$ cat src/assert_macros.svh
// ---------------------------------------------------------------------------
// Assertion macros
// Shared concurrent assertion helpers for the MDIO master RTL.
// ---------------------------------------------------------------------------
`ifndef ASSERT_MACROS_SVH
`define ASSERT_MACROS_SVH

// Same-cycle implication, disabled while reset is high.
`define CHECK_NOW(lbl, clk, rst, ante, cons, msg) \
  lbl: assert property (@(posedge clk) disable iff (rst) (ante) |-> (cons)) \
    else $error(msg);

// Next-cycle implication, disabled while reset is high.
`define CHECK_NEXT(lbl, clk, rst, ante, cons, msg) \
  lbl: assert property (@(posedge clk) disable iff (rst) (ante) |=> (cons)) \
    else $error(msg);

`endif

$ cat src/mdiom_pkg.sv
// ---------------------------------------------------------------------------
// MDIO master package
// Constants, codes and beat types shared by the MDIO master modules.
// ---------------------------------------------------------------------------
package mdiom_pkg;

  localparam int PREAMBLE_BITS = 32;
  localparam int DIVIDER_BITS  = 8;
  localparam int DIV_W         = (DIVIDER_BITS < 8) ? DIVIDER_BITS : 8;
  localparam int FRAME_LEN     = PREAMBLE_BITS + 32;
  localparam int BIT_CNT_W     = $clog2(FRAME_LEN);

  localparam logic [BIT_CNT_W:0]   FRAME_END = (BIT_CNT_W + 1)'(FRAME_LEN);
  localparam logic [BIT_CNT_W-1:0] LAST_IDX  = BIT_CNT_W'(FRAME_LEN - 1);
  localparam logic [BIT_CNT_W-1:0] WORD_BITS = BIT_CNT_W'(32);
  localparam logic [BIT_CNT_W-1:0] RD_START  = BIT_CNT_W'(PREAMBLE_BITS + 16);
  localparam logic [BIT_CNT_W-1:0] DRV_END   = BIT_CNT_W'(PREAMBLE_BITS + 14);

  localparam logic [6:0] OFS_MODE  = 7'h40;
  localparam logic [6:0] OFS_ADDR  = 7'h44;
  localparam logic [6:0] OFS_WDATA = 7'h48;
  localparam logic [6:0] OFS_RDATA = 7'h4c;
  localparam logic [6:0] OFS_CMD   = 7'h50;

  localparam int CMD_START_BIT = 8;
  localparam int CMD_BUSY_BIT  = 16;
  localparam int MODE_C45_BIT  = 8;
  localparam int MODE_MDC_BIT  = 12;

  typedef enum logic [1:0] {
    BUS_READ  = 2'd0,
    BUS_WRITE = 2'd1,
    BUS_TICK  = 2'd2
  } bus_op_t;

  typedef enum logic [1:0] {
    ACC_ADDR     = 2'd0,
    ACC_WRITE    = 2'd1,
    ACC_READ     = 2'd2,
    ACC_READ_INC = 2'd3
  } acc_t;

  localparam logic [1:0] ST_C22      = 2'b01;
  localparam logic [1:0] ST_C45      = 2'b00;
  localparam logic [1:0] OP_ADDR     = 2'b00;
  localparam logic [1:0] OP_WRITE    = 2'b01;
  localparam logic [1:0] OP_READ_INC = 2'b10;
  localparam logic [1:0] OP_READ     = 2'b11;
  localparam logic [1:0] OP22_WRITE  = 2'b01;
  localparam logic [1:0] OP22_READ   = 2'b10;
  localparam logic [1:0] TA_DRIVEN   = 2'b10;
  localparam logic [1:0] TA_RELEASED = 2'b00;

  // Bit of the frame word that holds the high opcode bit (set on reads).
  localparam int FRAME_READ_BIT = 29;

  typedef struct packed {
    logic [1:0]  mode;
    logic [6:0]  reg_offset;
    logic [31:0] write_data;
    logic        mdio_in;
  } item_t;

  typedef struct packed {
    logic [31:0] read_data;
    logic        mdc;
    logic        mdio_out;
    logic        mdio_drive;
    logic        busy_res;
  } result_t;

endpackage

$ cat src/mdiom_in_reg.sv
// ---------------------------------------------------------------------------
// MDIO master input register
// Holds one accepted input beat until the engine takes it.
// ---------------------------------------------------------------------------
module mdiom_in_reg import mdiom_pkg::*; (
  input  logic  clk,
  input  logic  rst,
  input  logic  in_valid,
  output logic  in_stall,
  input  item_t item_in,
  input  logic  advance,
  output logic  item_valid,
  output item_t item_q
);

  assign in_stall = item_valid && !advance;

  always_ff @(posedge clk) begin
    if (rst) begin
      item_valid <= 1'b0;
    end else if (!item_valid || advance) begin
      item_valid <= in_valid;
    end
  end

  always_ff @(posedge clk) begin
    if ((!item_valid || advance) && in_valid) begin
      item_q <= item_in;
    end
  end

endmodule

$ cat src/mdiom_engine.sv
// ---------------------------------------------------------------------------
// MDIO master engine
// Register file, frame builder and bit timing; updates state once per beat.
// ---------------------------------------------------------------------------
`include "assert_macros.svh"

module mdiom_engine import mdiom_pkg::*; (
  input  logic    clk,
  input  logic    rst,
  input  logic    fire,
  input  item_t   item,
  output result_t result
);

  logic [DIV_W-1:0]     div, div_next;
  logic                 c45, c45_next;
  logic                 mdcmode, mdcmode_next;
  logic [4:0]           phy, phy_next;
  logic [4:0]           regad, regad_next;
  logic [15:0]          wdata, wdata_next;
  logic [15:0]          rdata, rdata_next;
  logic [1:0]           acc, acc_next;
  logic                 busy, busy_next;
  logic [DIV_W-1:0]     tick_cnt, tick_cnt_next;
  logic [BIT_CNT_W-1:0] bit_cnt, bit_cnt_next;
  logic [31:0]          frame, frame_next;

  logic [1:0]           st, op, ta;
  logic [15:0]          ldata;
  logic [31:0]          launch_word;
  logic [31:0]          rd;
  logic [BIT_CNT_W:0]   bit_inc;
  logic [DIV_W:0]       low_len;
  logic [BIT_CNT_W-1:0] idx;
  logic                 bit_val;
  logic                 drive;

  always_comb begin
    if (c45) begin
      st = ST_C45;
      unique case (acc_t'(item.write_data[1:0]))
        ACC_ADDR:     op = OP_ADDR;
        ACC_WRITE:    op = OP_WRITE;
        ACC_READ:     op = OP_READ;
        ACC_READ_INC: op = OP_READ_INC;
        default:      op = OP_READ;
      endcase
    end else begin
      st = ST_C22;
      op = (acc_t'(item.write_data[1:0]) == ACC_WRITE) ? OP22_WRITE : OP22_READ;
    end
    if (op[1]) begin
      ta    = TA_RELEASED;
      ldata = '0;
    end else begin
      ta    = TA_DRIVEN;
      ldata = wdata;
    end
    launch_word = {st, op, phy, regad, ta, ldata};
  end

  always_comb begin
    div_next      = div;
    c45_next      = c45;
    mdcmode_next  = mdcmode;
    phy_next      = phy;
    regad_next    = regad;
    wdata_next    = wdata;
    rdata_next    = rdata;
    acc_next      = acc;
    busy_next     = busy;
    tick_cnt_next = tick_cnt;
    bit_cnt_next  = bit_cnt;
    frame_next    = frame;
    rd            = '0;
    bit_inc       = {1'b0, bit_cnt} + 1'b1;
    if (fire) begin
      unique case (bus_op_t'(item.mode))
        BUS_READ: begin
          unique case (item.reg_offset)
            OFS_MODE: begin
              rd[DIV_W-1:0]   = div;
              rd[MODE_C45_BIT] = c45;
              rd[MODE_MDC_BIT] = mdcmode;
            end
            OFS_ADDR: begin
              rd[12:8] = phy;
              rd[4:0]  = regad;
            end
            OFS_WDATA: rd[15:0] = wdata;
            OFS_RDATA: rd[15:0] = rdata;
            OFS_CMD: begin
              rd[CMD_BUSY_BIT] = busy;
              rd[1:0]          = acc;
            end
            default: rd = '0;
          endcase
        end
        BUS_WRITE: begin
          unique case (item.reg_offset)
            OFS_MODE: begin
              div_next     = item.write_data[DIV_W-1:0];
              c45_next     = item.write_data[MODE_C45_BIT];
              mdcmode_next = item.write_data[MODE_MDC_BIT];
            end
            OFS_ADDR: begin
              phy_next   = item.write_data[12:8];
              regad_next = item.write_data[4:0];
            end
            OFS_WDATA: wdata_next = item.write_data[15:0];
            OFS_CMD: begin
              if (!busy) begin
                acc_next = item.write_data[1:0];
                if (item.write_data[CMD_START_BIT]) begin
                  frame_next    = launch_word;
                  busy_next     = 1'b1;
                  tick_cnt_next = '0;
                  bit_cnt_next  = '0;
                end
              end
            end
            default: ;
          endcase
        end
        BUS_TICK: begin
          if (busy) begin
            if (tick_cnt >= div) begin
              if (frame[FRAME_READ_BIT] && bit_cnt >= RD_START) begin
                rdata_next = {rdata[14:0], item.mdio_in};
              end
              tick_cnt_next = '0;
              if (bit_inc >= FRAME_END) begin
                busy_next    = 1'b0;
                bit_cnt_next = '0;
              end else begin
                bit_cnt_next = bit_inc[BIT_CNT_W-1:0];
              end
            end else begin
              tick_cnt_next = tick_cnt + 1'b1;
            end
          end
        end
        default: ;
      endcase
    end
  end

  always_comb begin
    low_len = (DIV_W + 1)'(div_next >> 1) + 1'b1;
    idx     = LAST_IDX - bit_cnt_next;
    bit_val = (idx >= WORD_BITS) ? 1'b1 : frame_next[idx[4:0]];
    drive   = busy_next && (bit_cnt_next < DRV_END || !frame_next[FRAME_READ_BIT]);
    result.read_data  = rd;
    result.mdc        = busy_next && ({1'b0, tick_cnt_next} >= low_len);
    result.mdio_out   = drive && bit_val;
    result.mdio_drive = drive;
    result.busy_res   = busy_next;
  end

  always_ff @(posedge clk) begin
    if (rst) begin
      div      <= '1;
      c45      <= 1'b0;
      mdcmode  <= 1'b0;
      phy      <= '0;
      regad    <= '0;
      wdata    <= '0;
      rdata    <= '0;
      acc      <= '0;
      busy     <= 1'b0;
      tick_cnt <= '0;
      bit_cnt  <= '0;
      frame    <= '0;
    end else begin
      div      <= div_next;
      c45      <= c45_next;
      mdcmode  <= mdcmode_next;
      phy      <= phy_next;
      regad    <= regad_next;
      wdata    <= wdata_next;
      rdata    <= rdata_next;
      acc      <= acc_next;
      busy     <= busy_next;
      tick_cnt <= tick_cnt_next;
      bit_cnt  <= bit_cnt_next;
      frame    <= frame_next;
    end
  end

  `CHECK_NOW(a_idle_bitcnt_zero, clk, rst, !busy, bit_cnt == '0, "bit count not zero while idle")
  `CHECK_NEXT(a_tick_idle_stays, clk, rst, fire && item.mode == BUS_TICK && !busy, !busy && tick_cnt == $past(tick_cnt), "tick changed an idle engine")
  `CHECK_NEXT(a_start_launches, clk, rst, fire && item.mode == BUS_WRITE && item.reg_offset == OFS_CMD && item.write_data[CMD_START_BIT] && !busy, busy && bit_cnt == '0 && tick_cnt == '0, "start did not launch a frame")

endmodule

$ cat src/mdiom_out_reg.sv
// ---------------------------------------------------------------------------
// MDIO master result register
// Holds one result beat until the receiver takes it.
// ---------------------------------------------------------------------------
module mdiom_out_reg import mdiom_pkg::*; (
  input  logic    clk,
  input  logic    rst,
  input  logic    fire,
  input  result_t result_in,
  output logic    ready,
  output logic    out_valid,
  input  logic    out_stall,
  output result_t result_q
);

  assign ready = !out_valid || !out_stall;

  always_ff @(posedge clk) begin
    if (rst) begin
      out_valid <= 1'b0;
    end else if (ready) begin
      out_valid <= fire;
    end
  end

  always_ff @(posedge clk) begin
    if (fire) begin
      result_q <= result_in;
    end
  end

endmodule

$ cat src/mdio_master_controller.sv
// ---------------------------------------------------------------------------
// MDIO master controller
// Register-driven clause 22 / clause 45 management frame master.
// ---------------------------------------------------------------------------
// Each input beat is a bus read, a bus write or one tick of the bit clock,
// with the MDIO pin level sampled on that tick. Each input beat gives exactly
// one result beat: the read value (zero unless a read) and the MDC, MDIO and
// drive-enable pin levels plus busy, all as they stand after that beat.
// Both channels use valid and stall. A beat passes through an input register
// and the engine into a result register, and a new beat is accepted every
// cycle while the result side keeps up.
// When the receiver stalls, the result register holds, the input register
// fills, and only then is the input stalled; nothing is dropped.
// Reset is synchronous: divider 255, clause 22, all other registers zero, no
// frame running and both registers empty.
// A frame is started by writing the command register with the start bit while
// not busy; it then runs for (divider+1) ticks per bit over 64 bits.
// ---------------------------------------------------------------------------
module mdio_master_controller import mdiom_pkg::*; (
  input  logic        clk,
  input  logic        rst,
  input  logic        in_valid,
  output logic        in_stall,
  input  logic [1:0]  mode,
  input  logic [6:0]  reg_offset,
  input  logic [31:0] write_data,
  input  logic        mdio_in,
  output logic        out_valid,
  input  logic        out_stall,
  output logic [31:0] read_data,
  output logic        mdc,
  output logic        mdio_out,
  output logic        mdio_drive,
  output logic        busy_res
);

  item_t   item_in;
  item_t   item_q;
  logic    item_valid;
  logic    ready;
  logic    fire;
  result_t result_c;
  result_t result_q;

  assign item_in = '{mode: mode, reg_offset: reg_offset, write_data: write_data,
                     mdio_in: mdio_in};
  assign fire    = item_valid && ready;

  mdiom_in_reg u_in_reg (
    .clk        (clk),
    .rst        (rst),
    .in_valid   (in_valid),
    .in_stall   (in_stall),
    .item_in    (item_in),
    .advance    (ready),
    .item_valid (item_valid),
    .item_q     (item_q)
  );

  mdiom_engine u_engine (
    .clk    (clk),
    .rst    (rst),
    .fire   (fire),
    .item   (item_q),
    .result (result_c)
  );

  mdiom_out_reg u_out_reg (
    .clk       (clk),
    .rst       (rst),
    .fire      (fire),
    .result_in (result_c),
    .ready     (ready),
    .out_valid (out_valid),
    .out_stall (out_stall),
    .result_q  (result_q)
  );

  assign read_data  = result_q.read_data;
  assign mdc        = result_q.mdc;
  assign mdio_out   = result_q.mdio_out;
  assign mdio_drive = result_q.mdio_drive;
  assign busy_res   = result_q.busy_res;

endmodule
$ cat config.mk
export PLATFORM = sky130hd
export DESIGN_NAME = mdio_master_controller
export DESIGN_NICKNAME = d
export VERILOG_FILES = /design/src/mdiom_pkg.sv /design/src/mdiom_in_reg.sv /design/src/mdiom_engine.sv /design/src/mdiom_out_reg.sv /design/src/mdio_master_controller.sv
export VERILOG_INCLUDE_DIRS = /design/src /design/src/src
export SDC_FILE = /design/constraint.sdc
export NUM_CORES = 1
export LEC_CHECK = 0
export BUFFER_PORTS_ARGS = -buffer_cell sky130_fd_sc_hd__buf_2
export CAP_MARGIN = 20
export CORE_MARGIN = 5
export CORE_UTILIZATION = 40
export DETAILED_ROUTE_END_ITERATION = 7
export GPL_TIMING_DRIVEN = 0
export MAX_ROUTING_LAYER = met4
export REMOVE_ABC_BUFFERS = 1
export SYNTH_ARGS = -nofsm -noshare
export SYNTH_HDL_FRONTEND = slang
export SYNTH_SLANG_ARGS = --single-unit
$ cat constraint.sdc
create_clock -name clk -period 6.6 [get_ports clk]
set_input_delay 0.33 -clock clk [delete_from_list [all_inputs] [get_ports clk]]
set_output_delay 0.33 -clock clk [all_outputs]
set_load 0.05 [all_outputs]
==> impl_results.md, run 1 <==
- Outcome: finished clean
- Setup ws final: ~2400 ps
- Avg WL per Cell: 16.8 um
- CTS hold repair buffers: 0
- Type of origin of the critical path: flip-flop
- Via count: 5434
- Setup TNS: 0 ps
- Period utilization: 64.4%
- Register bit count reported by yosys: 150
- Clk_lat worst skew: about 430 ps
- RSZ-0062 raised after global routing: no
- Die ar.: around 20000 um2
- Final hold violations: 0
- Ant diodes: 0
- Area of the multi-input gates: approximately 3300 um2
- Initial core utilization: about 41%
- FF+latch area: 3470 um2
- Area of the mapped netlist: 7090 um2
- I/O pin total: 84
- Setup Fix Bufs, Post-CTS: 0
- Setup crit end kind: flip-flop
- Row count: 48
- Syn_area_per_cell: 9.42 um2
- Worst Path Max Fanout: 24
- Top FF cell, synth: dfxtp_1
- First-pass GRT wire length: between 20000 and 30000 um
- Sw frac: 23.7%
- Post-synthesis mux area share: 8.40%
- GRT Total Usage: 18.0%
- Synth cell types: 60
- Crit path kind: reg2reg
- Drt initial violations: 390
- Largest family of logic cells by synthesized area: simple AND/OR/NAND/NOR gates
- # port buffers: 52
- EDFF count, synth: 47
- Synthesis-to-layout area growth: 15.7%
- Vias in the first global route: 5160
- Via/cell ratio: 5.26
- CP arrival: about 4400 ps
- Pwr dens: 250 nW/um2
- Final nets: approximately 870
- Min-Delay Path Class: in2reg
- H-tree levels: 4
- Post-Synth XOR/XNOR Area: 0.618%
- Pin count of the biggest net entering global routing: between 80 and 90
- Grt ovf: 0
- CTS tree: yes
- Clock period minus worst slack: 4250 ps
- Register area share after synthesis: 49.0%
- Ratio of cells with drive above 1 in the final layout: 14.0%
- Finished Core Util: 47.3%
- Post-Synth Simple-Gate Area: a little under a fifth
- Synth Warn #: 0
- Drt total wl: ~17000 um
- F_max: 0.235 GHz
- Pint: approximately 1.6 mW
- Num CTS Buffers: 17
- Cts repair resizes: 0
- Leakage Power: approximately 3.3 nW
- Sequential share of power: 47.9%
- # fillers: about 1700
- Initial antenna violation count: 0
- Clock group share of total power: 46.7%
- Half-perimeter wire length after detailed placement: 12000 um
- Synth Area in Compound Gates: 13.5%
- Max Transition Viols Final: 0
- Die H: 143 um
- Sw Pwr: 0.485 mW
- # setup viols final: 0
- Chip Width: 143 um
- Max clock buf depth: 2
- DRC Markers: 0
- CTS Root Buffer Type: clkbuf_16
- Core Box Area: 17400 um2
- Max IR drop VDD: 0.000215 V
- Cells after Synth: 752
- Combinational group share of total power: 5.4%
- Slew HR: 32.2%
- WP data required: 6760 ps
- Antenna viol nets, final: 0
- FFs w/ async S/R, synth: 0%
- Max Cap Viol: 0
- Adder-Cell Fraction of Synth Area: 4.41%
- Pre-CTS WS: 2190 ps
- Layout Skew: 8.80 ps
- 1st-pass router iterations: 5
- Clock Pin Slew Worst Setup and Hold Paths: 60 ps
- GPL Wtd Cong: approximately 0.85
- Slew @ Worst Pin: 1010 ps
- Clock sink count: 150
==> worst paths after layout <==
path                            depth (start not counted)  slack (ps)                     to                 from
worst max-delay path                                   20        2350  u_out_reg.result_q[3]  u_in_reg.item_valid
worst min-delay path                                    1          70    u_in_reg.item_q[41]              mode[1]
worst max register to register                         20        2350  u_out_reg.result_q[3]  u_in_reg.item_valid
worst min register to register                          2         460     u_engine.frame[20]   u_engine.frame[20]
==> kinds of logic after synthesis <==
kind of cell             Yosys count
other                              1
AND/OR/NAND/NOR                  284
multiplexers                      58
buffers and inverters             73
XOR/XNOR                           5
adder cells (fa/ha/maj)           25
AO/OA/AOI/OAI                    156
flip-flops                       150
==> cell type report <==
type,instances,area share [%]
Clock buffer,21,5.49
Clock inverter,11,1.53
Inverter,20,0.915
Multi-Input combinational cell,543,40.7
Sequential cell,150,42.3
Tap cell,225,3.43
Timing Repair Buffer,64,5.60
==> synthesized netlist by cell type, types with 2 or more instances <==
cell	number	share of area (%)
dfxtp_1	103	29
nor2_1	102	5.4
a21oi_1	80	5.6
nand2_1	80	4.2
mux2i_1	49	6.9
edfxtp_1	47	20
clkbuf_1	25	1.3
ha_1	25	4.4
and3_1	24	2.1
inv_1	20	1.1
nor2b_1	16	1.4
buf_4	15	1.6
nand2b_1	13	1.1
nor3_1	13	0.92
o21ai_0	13	0.92
nand3_1	12	0.85
a22oi_1	9	0.95
buf_2	8	0.56
mux2_2	8	1.3
o31ai_1	8	0.85
a21o_1	7	0.74
a221oi_1	7	0.87
a31oi_1	6	0.53
and2_1	5	0.44
a211oi_1	4	0.42
nand4_1	4	0.35
nor3b_1	4	0.42
o21a_1	3	0.32
xor2_1	3	0.37
a211o_1	2	0.25
a32o_1	2	0.28
buf_1	2	0.11
buf_6	2	0.32
o21ai_1	2	0.14
o21bai_1	2	0.21
o31a_1	2	0.25
xnor2_1	2	0.25
==> power groups by stage <==
stage               Sequential [mW]  Combinational, mW  Clock [mW]
finish                        0.982              0.110       0.957
CTS                           0.982              0.110       0.970
global route                  0.983              0.117        1.01
detailed placement             1.00              0.110           0
floorplan                      1.02             0.0450           0
global placement               1.00              0.100           0
==> cells in the final DEF, fill, tap and decap left out, types with 3 or more instances in the layout <==
cell and count:
dfxtp_1 103, nor2_1 102, nand2_1 80, a21oi_1 80, buf_2 51, mux2i_1 49, edfxtp_1 47, ha_1 25
and3_1 24, inv_1 20, clkbuf_16 17, nor2b_1 15, conb_1 15, nand2b_1 13, o21ai_0 13, nand3_1 12
nor3_1 11, a22oi_1 9, o31ai_1 8, mux2_2 8, a21o_1 7, a221oi_1 7, buf_6 7, a31oi_1 6
and2_1 5, nand4_1 4, o21a_1 3, nor3b_1 3, xor2_1 3, a211oi_1 3, clkbuf_1 3, clkinv_2 3
buf_16 3
==> per-layer routing <==
| layer | global-route usage (%) | vias up | share of wire, % |
|---|---|---|---|
| li1 | - | 2711 | - |
| met3 | 4.69 | 18 | 4.9 |
| met2 | 27.2 | 126 | 46 |
| met5 | - | - | 0 |
| met1 | 24.2 | 2579 | 48 |
| met4 | 4.45 | 0 | 1.2 |
==> flip-flops by register name (all words and copies together), names as in the netlist <==
register / count
u_engine.frame: 32
u_engine.rdata: 16
u_engine.tick_cnt: 8
u_engine.busy: 1
u_out_reg.result_q: 21
u_engine.wdata: 16
u_engine.mdcmode: 1
u_engine.div: 8
u_in_reg.item_q: 26
u_engine.phy: 5
u_out_reg.out_valid: 1
u_engine.c45: 1
u_engine.bit_cnt: 6
u_engine.regad: 5
u_engine.acc: 2
u_in_reg.item_valid: 1
==> through the flow <==
step / instance area [um2] / power (mW) / hold WS (ps) / instances
2_1_floorplan: 6840 / 1.06 / 399 / 713
3_3_place_gp: 7380 / 1.10 / 441 / 990
3_5_place_dp: 7610 / 1.11 / 447 / 1001
4_1_cts: 8190 / 2.06 / 55.4 / 1033
5_1_grt: 8200 / 2.11 / 48.8 / 1034
6_report: 8200 / 2.05 / 69.6 / 1034
==> worst max-delay path, cell delays in order, from the launching register on <==
cell and delay (ps):
dfxtp_1 340, a21boi_4 340, buf_12 230, nand2_1 210, nor4_4 510, buf_6 260, nor2_1 60, a21oi_1 260
inv_1 80, ha_1 280, inv_1 40, ha_1 260, a21o_1 160, a21o_1 170, a21o_1 170, a21oi_1 150
nor2b_1 60, o21ai_0 140, nand2b_1 70, a21oi_1 140, nor2_1 50
(Power assumes the default switching activity.)
==> run 2: changes to the inputs <==
clock period = 4.4 ns   (was 6.6 ns; I/O delays follow)
==> run 2 against run 1 <==
Maximum frequency is 7.4% higher. Clock skew shrank 0.72 ps. Clock-buffer cell count unchanged.
==> impl_results.md, run 2 (synthesis results as in run 1) <==
- Pre-CTS WS: 98.7 ps (-2090 ps)
- Final nets: 900 (+3.8%)
- Type of origin of the critical path: flip-flop
- R2R cell count: 19 (-5.0%)
- Drt initial violations: 342 (-12%)
- WP data required: 4560 ps (-2200 ps)
- Sw frac: 23.6% (-0.053 points)
- Avg WL per Cell: 16.7 um (-0.36%)
- RSZ-0062 raised after global routing: no
- Slew @ Worst Pin: 1020 ps (+4.47 ps)
- Synthesis-to-layout area growth: 20.4%
- Die ar.: 20500 um2 (unchanged)
- Most frequent cells in the layout: dfxtp_1 (103), nor2_1 (101), nand2_1 (80), a21oi_1 (78), buf_2 (51)
- Antenna viol nets, final: 0 (unchanged)
- # port buffers: 52 (unchanged)
- Top Registers: u_engine.frame (32), u_in_reg.item_q (26), u_out_reg.result_q (21)
- Clock group share of total power: 46.4% (-0.3 points)
- Period utilization: 89.9% (+25 points)
- Num CTS Buffers: 17 (unchanged)
- Setup crit end kind: flip-flop
- Max IR drop VDD: 0.000324 V (+50%)
- F_max: 0.253 GHz (+7.4%)
- Max clock buf depth: 2 (unchanged)
- Fin area: 8540 um2 (+4.1%)
- CP arrival: 4110 ps (-300 ps)
- # setup viols final: 0 (unchanged)
- Worst Path Max Fanout: 22 (-8.3%)
- Grt ovf: 0 (unchanged)
- Row count: 48 (unchanged)
- Clock sink count: 150 (unchanged)
- Pwr dens: 363 nW/um2 (+45%)
- DP Area: 7610 um2 (unchanged)
- Via/cell ratio: 5.22 (-0.69%)
- Worst setup path start: u_in_reg.item_q[34]
- Combinational group share of total power: 6.2% (+0.8 points)
- Setup ws final: 447 ps (-1910 ps)
- Layout Skew: 8.08 ps (-0.720 ps)
- Pint: 2.36 mW (+51%)
- Worst r2r src: u_in_reg.item_q[34]
- Clk_lat worst skew: 430 ps (about the same)
- CTS Root Buffer Type: clkbuf_16
- # fillers: 1628 (-1.8%)
- Setup TNS: 0 ps (unchanged)
- Pin count of the biggest net entering global routing: 87 (unchanged)
- Via count: 5574 (+2.6%)
- Outcome: finished clean
- 1st-pass router iterations: 5 (unchanged)
- Initial core utilization: 40.8% (unchanged)
- Initial antenna violation count: 0 (unchanged)
- Finished Core Util: 49.2% (+1.9 points)
- I/O pin total: 84 (unchanged)
- H-tree levels: 4 (unchanged)
- Worst setup endpoint: u_out_reg.result_q[3]
- Die H: 143 um (unchanged)
- DRC Markers: 0 (unchanged)
- Largest Register: u_engine.frame
- GRT Total Usage: 18.5% (+0.46 points)
- Slew HR: 31.9% (-0.30 points)
- Ratio of cells with drive above 1 in the final layout: 14.8% (+0.88 points)
- Max Cap Viol: 0 (unchanged)
- Core Box Area: 17400 um2 (unchanged)
- Drt total wl: 17800 um (+2.9%)
- Crit path kind: reg2reg
- Most common cell after layout, fill and taps aside: dfxtp_1
- Clock Pin Slew Worst Setup and Hold Paths: 60 ps (about the same)
- Sequential share of power: 47.5% (-0.4 points)
- Leakage Power: 3.51 nW (+4.8%)
- Chip Width: 143 um (unchanged)
- R2R Setup Slk: 450 ps (-1910 ps)
- Sw Pwr: 0.732 mW (+51%)
- Max Transition Viols Final: 0 (unchanged)
- Vias in the first global route: 5337 (+3.4%)
- FF-to-FF End: u_out_reg.result_q[3]
- Half-perimeter wire length after detailed placement: 12000 um (unchanged)
- Min-Delay Path Class: in2reg
- CTS tree: yes
- GPL Wtd Cong: 0.846 (unchanged)
- Clock period minus worst slack: 3950 ps (-294 ps)
- Largest register FFs: 32 (unchanged)
- First-pass GRT wire length: 28500 um (+2.6%)
- Final hold violations: 0 (unchanged)
-- run 2: worst min-delay path by stage --
stage	slack, ps	to	cells after the start	start
after floorplan	290	u_engine.frame[18]	1	rst
after global placement	400	u_in_reg.item_q[6]	1	write_data[5]
after detailed placement	400	u_in_reg.item_q[6]	1	write_data[5]
after CTS	20	u_in_reg.item_valid	3	in_valid
after global routing	40	u_in_reg.item_valid	3	in_valid
final	30	u_in_reg.item_valid	3	in_valid
-- run 2: power by group through the flow --
stage	registers, mW	clock network (mW)	logic, mW
after floorplan	1.53	0	0.0675
after global placement	1.51	0	0.151
after detailed placement	1.50	0	0.165
after CTS	1.47	1.46	0.183
after global routing	1.47	1.52	0.205
final	1.47	1.43	0.191
-- run 2: layout make-up --
type                       count  area, um2  share of cell area, %
inverter                      20       75.1                  0.880
tap                          225        282                   3.30
sequential                   150       3470                   40.7
timing repair buffer          97        772                   9.04
antenna                        1       2.50                 0.0293
clock inverter                11        125                   1.47
multi-input combinational    543       3360                   39.3
clock buffer                  21        450                   5.28
-- run 2: per-layer routing --
layer | global-route usage (%) | share of wire, % | vias up
met3 | 4.35 | 4.9 | 24
met4 | 5.30 | 1.5 | 0
met5 | - | 0 | -
li1 | - | - | 2784
met1 | 24.4 | 47 | 2629
met2 | 28.3 | 46 | 137
-- run 2: timing repair --
action | in CTS | in global routing
hold buffers | 26 | 0
setup endpoints to repair | 0 | 2
resized for setup | 0 | 5
setup buffers | 0 | 7
endpoints found under the hold margin | 26 | 0
-- run 2: through the flow --
stage	total power [mW]	cells	hold WS (ps)
finish	3.09	1068	27.7
global route	3.19	1067	41.8
CTS	3.11	1059	19.7
detailed placement	1.67	1001	398
global placement	1.66	990	397
floorplan	1.60	713	289
-- run 2: worst max-delay path, cell delays in order (launching register included) --
cell	delay, ps
edfxtp_1	410
nor4b_4	410
or2b_1	340
nor4_4	270
buf_6	240
nor2_1	60
a21oi_1	200
inv_1	70
ha_1	270
inv_1	40
ha_1	260
a21o_1	160
a21o_1	170
a21o_1	170
a21oi_1	150
nor2b_1	60
o21ai_0	140
nand2b_1	70
a21oi_1	140
nor2_1	50
==> run 3: changes to the inputs <==
BUFFER_PORTS_ARGS = default   (was -buffer_cell sky130_fd_sc_hd__buf_2)
DONT_BUFFER_PORTS = 1   (was default)
==> run 3 against run 2 <==
Final area decreased by 2.4%. Clock power grew 8%. Combinational power down 30%. Sequential share of layout area is 1.0 points higher. Register-to-register slack got worse by 200 ps. Maximum frequency is 4.7% lower. Sequential power rose by 3%.
==> impl_results.md, run 3 (synthesis results as in run 1) <==
- Most frequent CP cell: a31oi_1
- Slew HR: 31.2% (-0.72 points)
- Pre-CTS WS: -94.5 ps (-193 ps)
- Core Box Area: 17400 um2 (unchanged)
- 1st-pass router iterations: 5 (unchanged)
- Worst setup path start: u_in_reg.item_q[36]
- FF-to-FF End: u_out_reg.result_q[2]
- Via/cell ratio: 5.42 (+3.9%)
- Die ar.: 20500 um2 (unchanged)
- R2R Setup Slk: 250 ps (-200 ps)
- Initial antenna violation count: 0 (unchanged)
- Finished Core Util: 48.0% (-1.2 points)
- Outcome: finished clean
- Max IR drop VDD: 0.000247 V (-24%)
- Period utilization: 94.3% (+4.5 points)
- Top Registers: u_engine.frame (32), u_in_reg.item_q (26), u_out_reg.result_q (21)
- Drt total wl: 17500 um (-1.8%)
- WP data required: 4570 ps (about the same)
- Routed met3 length: 948 um (+7.6%)
- Most frequent cells in the layout: nor2_1 (102), dfxtp_1 (102), nand2_1 (80), a21oi_1 (79), mux2i_1 (49)
- Crit path kind: reg2reg
- Pin count of the biggest net entering global routing: 104 (+20%)
- Hold Path End: u_engine.tick_cnt[0]
- Ratio of cells with drive above 1 in the final layout: 8.87% (-6.0 points)
- CTS tree: yes
- Setup TNS: 0 ps (unchanged)
- Power, Total: 3.18 mW (+2.7%)
- Antenna viol nets, final: 0 (unchanged)
- Die H: 143 um (unchanged)
- Pwr dens: 382 nW/um2 (+5.3%)
- Max Cap Viol: 0 (unchanged)
- Grt ovf: 0 (unchanged)
- Largest register FFs: 32 (unchanged)
- Final nets: 847 (-5.9%)
- CTS Root Buffer Type: clkbuf_16
- Setup crit end kind: flip-flop
- DP Cell Count: 948 (-5.3%)
- Clock Pin Slew Worst Setup and Hold Paths: 60 ps (about the same)
- Clk_lat worst skew: 430 ps (about the same)
- Hold Startpoint: rst
- Layout Skew: 8.76 ps (+0.677 ps)
- Max clock buf depth: 2 (unchanged)
- Top Layer Used: met4
- Crit-path slowest cell: edfxtp_1
- Via count: 5504 (-1.3%)
- Num CTS Buffers: 17 (unchanged)
- Min-Delay Path Class: in2reg
- F_max: 0.241 GHz (-4.7%)
- First-pass GRT wire length: 27800 um (-2.5%)
- Initial core utilization: 40.8% (unchanged)
- Fin cells: 1015 (-5.0%)
- Fin area: 8330 um2 (-2.4%)
- Hold depth: 2 (-1)
- Synthesis-to-layout area growth: 17.5%
- GRT Total Usage: 18.1% (-0.41 points)
- Final hold violations: 0 (unchanged)
- Leakage Power: 3.33 nW (-5.2%)
- Slew @ Worst Pin: 1030 ps (+10.8 ps)
- Routed wl met2: 8470 um (+2.5%)
- WL met1: 7820 um (-7.3%)
- GPL Wtd Cong: 0.847 (+0.14%)
- Worst Path Max Fanout: 19 (-14%)
- Half-perimeter wire length after detailed placement: 12000 um (about the same)
- Vias in the first global route: 5301 (-0.67%)
- Drt initial violations: 488 (+43%)
- Row count: 48 (unchanged)
- Largest Register: u_engine.frame
- CP arrival: 4320 ps (+210 ps)
- Worst r2r src: u_in_reg.item_q[36]
- Chip Width: 143 um (unchanged)
- DRC Markers: 0 (unchanged)
- R2R cell count: 11 (-8)
- Setup ws final: 250 ps (-197 ps)
- Clock period minus worst slack: 4150 ps (+197 ps)
- # port buffers: 0 (-100%)
- Cell breakdown of the critical path: nor2_2 -> nand3_2 -> o31a_1 -> a31oi_1 -> nor2_1 -> buf_6 -> mux2_4 -> a2111oi_0 -> a31oi_1 -> a211o_1 -> o311a_1
- Max Transition Viols Final: 0 (unchanged)
- Clock sink count: 150 (unchanged)
- CP peak stage delay: 920 ps (+510 ps)
- CP Buf/Inv Count: 1 (-2)
- DP Area: 7330 um2 (-3.8%)
- Family with the most delay on the worst path: compound AO/OA/AOI/OAI gates
- # setup viols final: 0 (unchanged)
- Type of origin of the critical path: flip-flop
- Hold WS: 160 ps (+132 ps)
- I/O pin total: 84 (unchanged)
- H-tree levels: 4 (unchanged)
- Avg WL per Cell: 17.3 um (+3.3%)
[run 3: routing by layer]
| metal | global-route usage, % | vias to the layer above |
|---|---|---|
| met5 | - | - |
| met2 | 29.0 | 162 |
| li1 | - | 2677 |
| met1 | 22.6 | 2646 |
| met3 | 4.19 | 19 |
| met4 | 5.85 | 0 |
[run 3: where the power goes]
group          total (mW)  switching [mW]  internal [mW]
Sequential           1.51          0.0544           1.45
Combinational       0.133          0.0882         0.0451
Clock                1.54           0.575          0.963
[run 3: worst max path at each step]
| stage | to | slack (ps) | cells after the start |
|---|---|---|---|
| floorplan | u_out_reg.result_q[3] | -740 | 18 |
| global placement | u_out_reg.result_q[3] | -2160 | 18 |
| detailed placement | u_out_reg.result_q[3] | -90 | 20 |
| CTS | u_out_reg.result_q[3] | 50 | 20 |
| global route | u_out_reg.result_q[3] | -0.2 | 20 |
| finish | u_out_reg.result_q[2] | 250 | 11 |
[run 3: final cells by class]
cell class	count	area, um2
tap	225	282
clock inverter	12	176
fill	1548	9030
timing repair buffer	44	523
multi-input combinational	543	3350
clock buffer	20	447
inverter	20	75.1
antenna	1	2.50
sequential	150	3470
[run 3: timing repair]
action | in CTS | in global routing
endpoints found under the hold margin | 129 | 0
pin swaps | 1 | 1
setup buffers | 1 | 3
resized for setup | 0 | 4
hold buffers | 29 | 0
setup endpoints to repair | 1 | 2
[run 3: worst register-to-register path: cells and delay by family, from the launching register on]
family          cells  cell delay [ps]
buf+inv             1              250
mux                 1              310
simple gates        3              910
flops               1              920
compound gates      6             1520
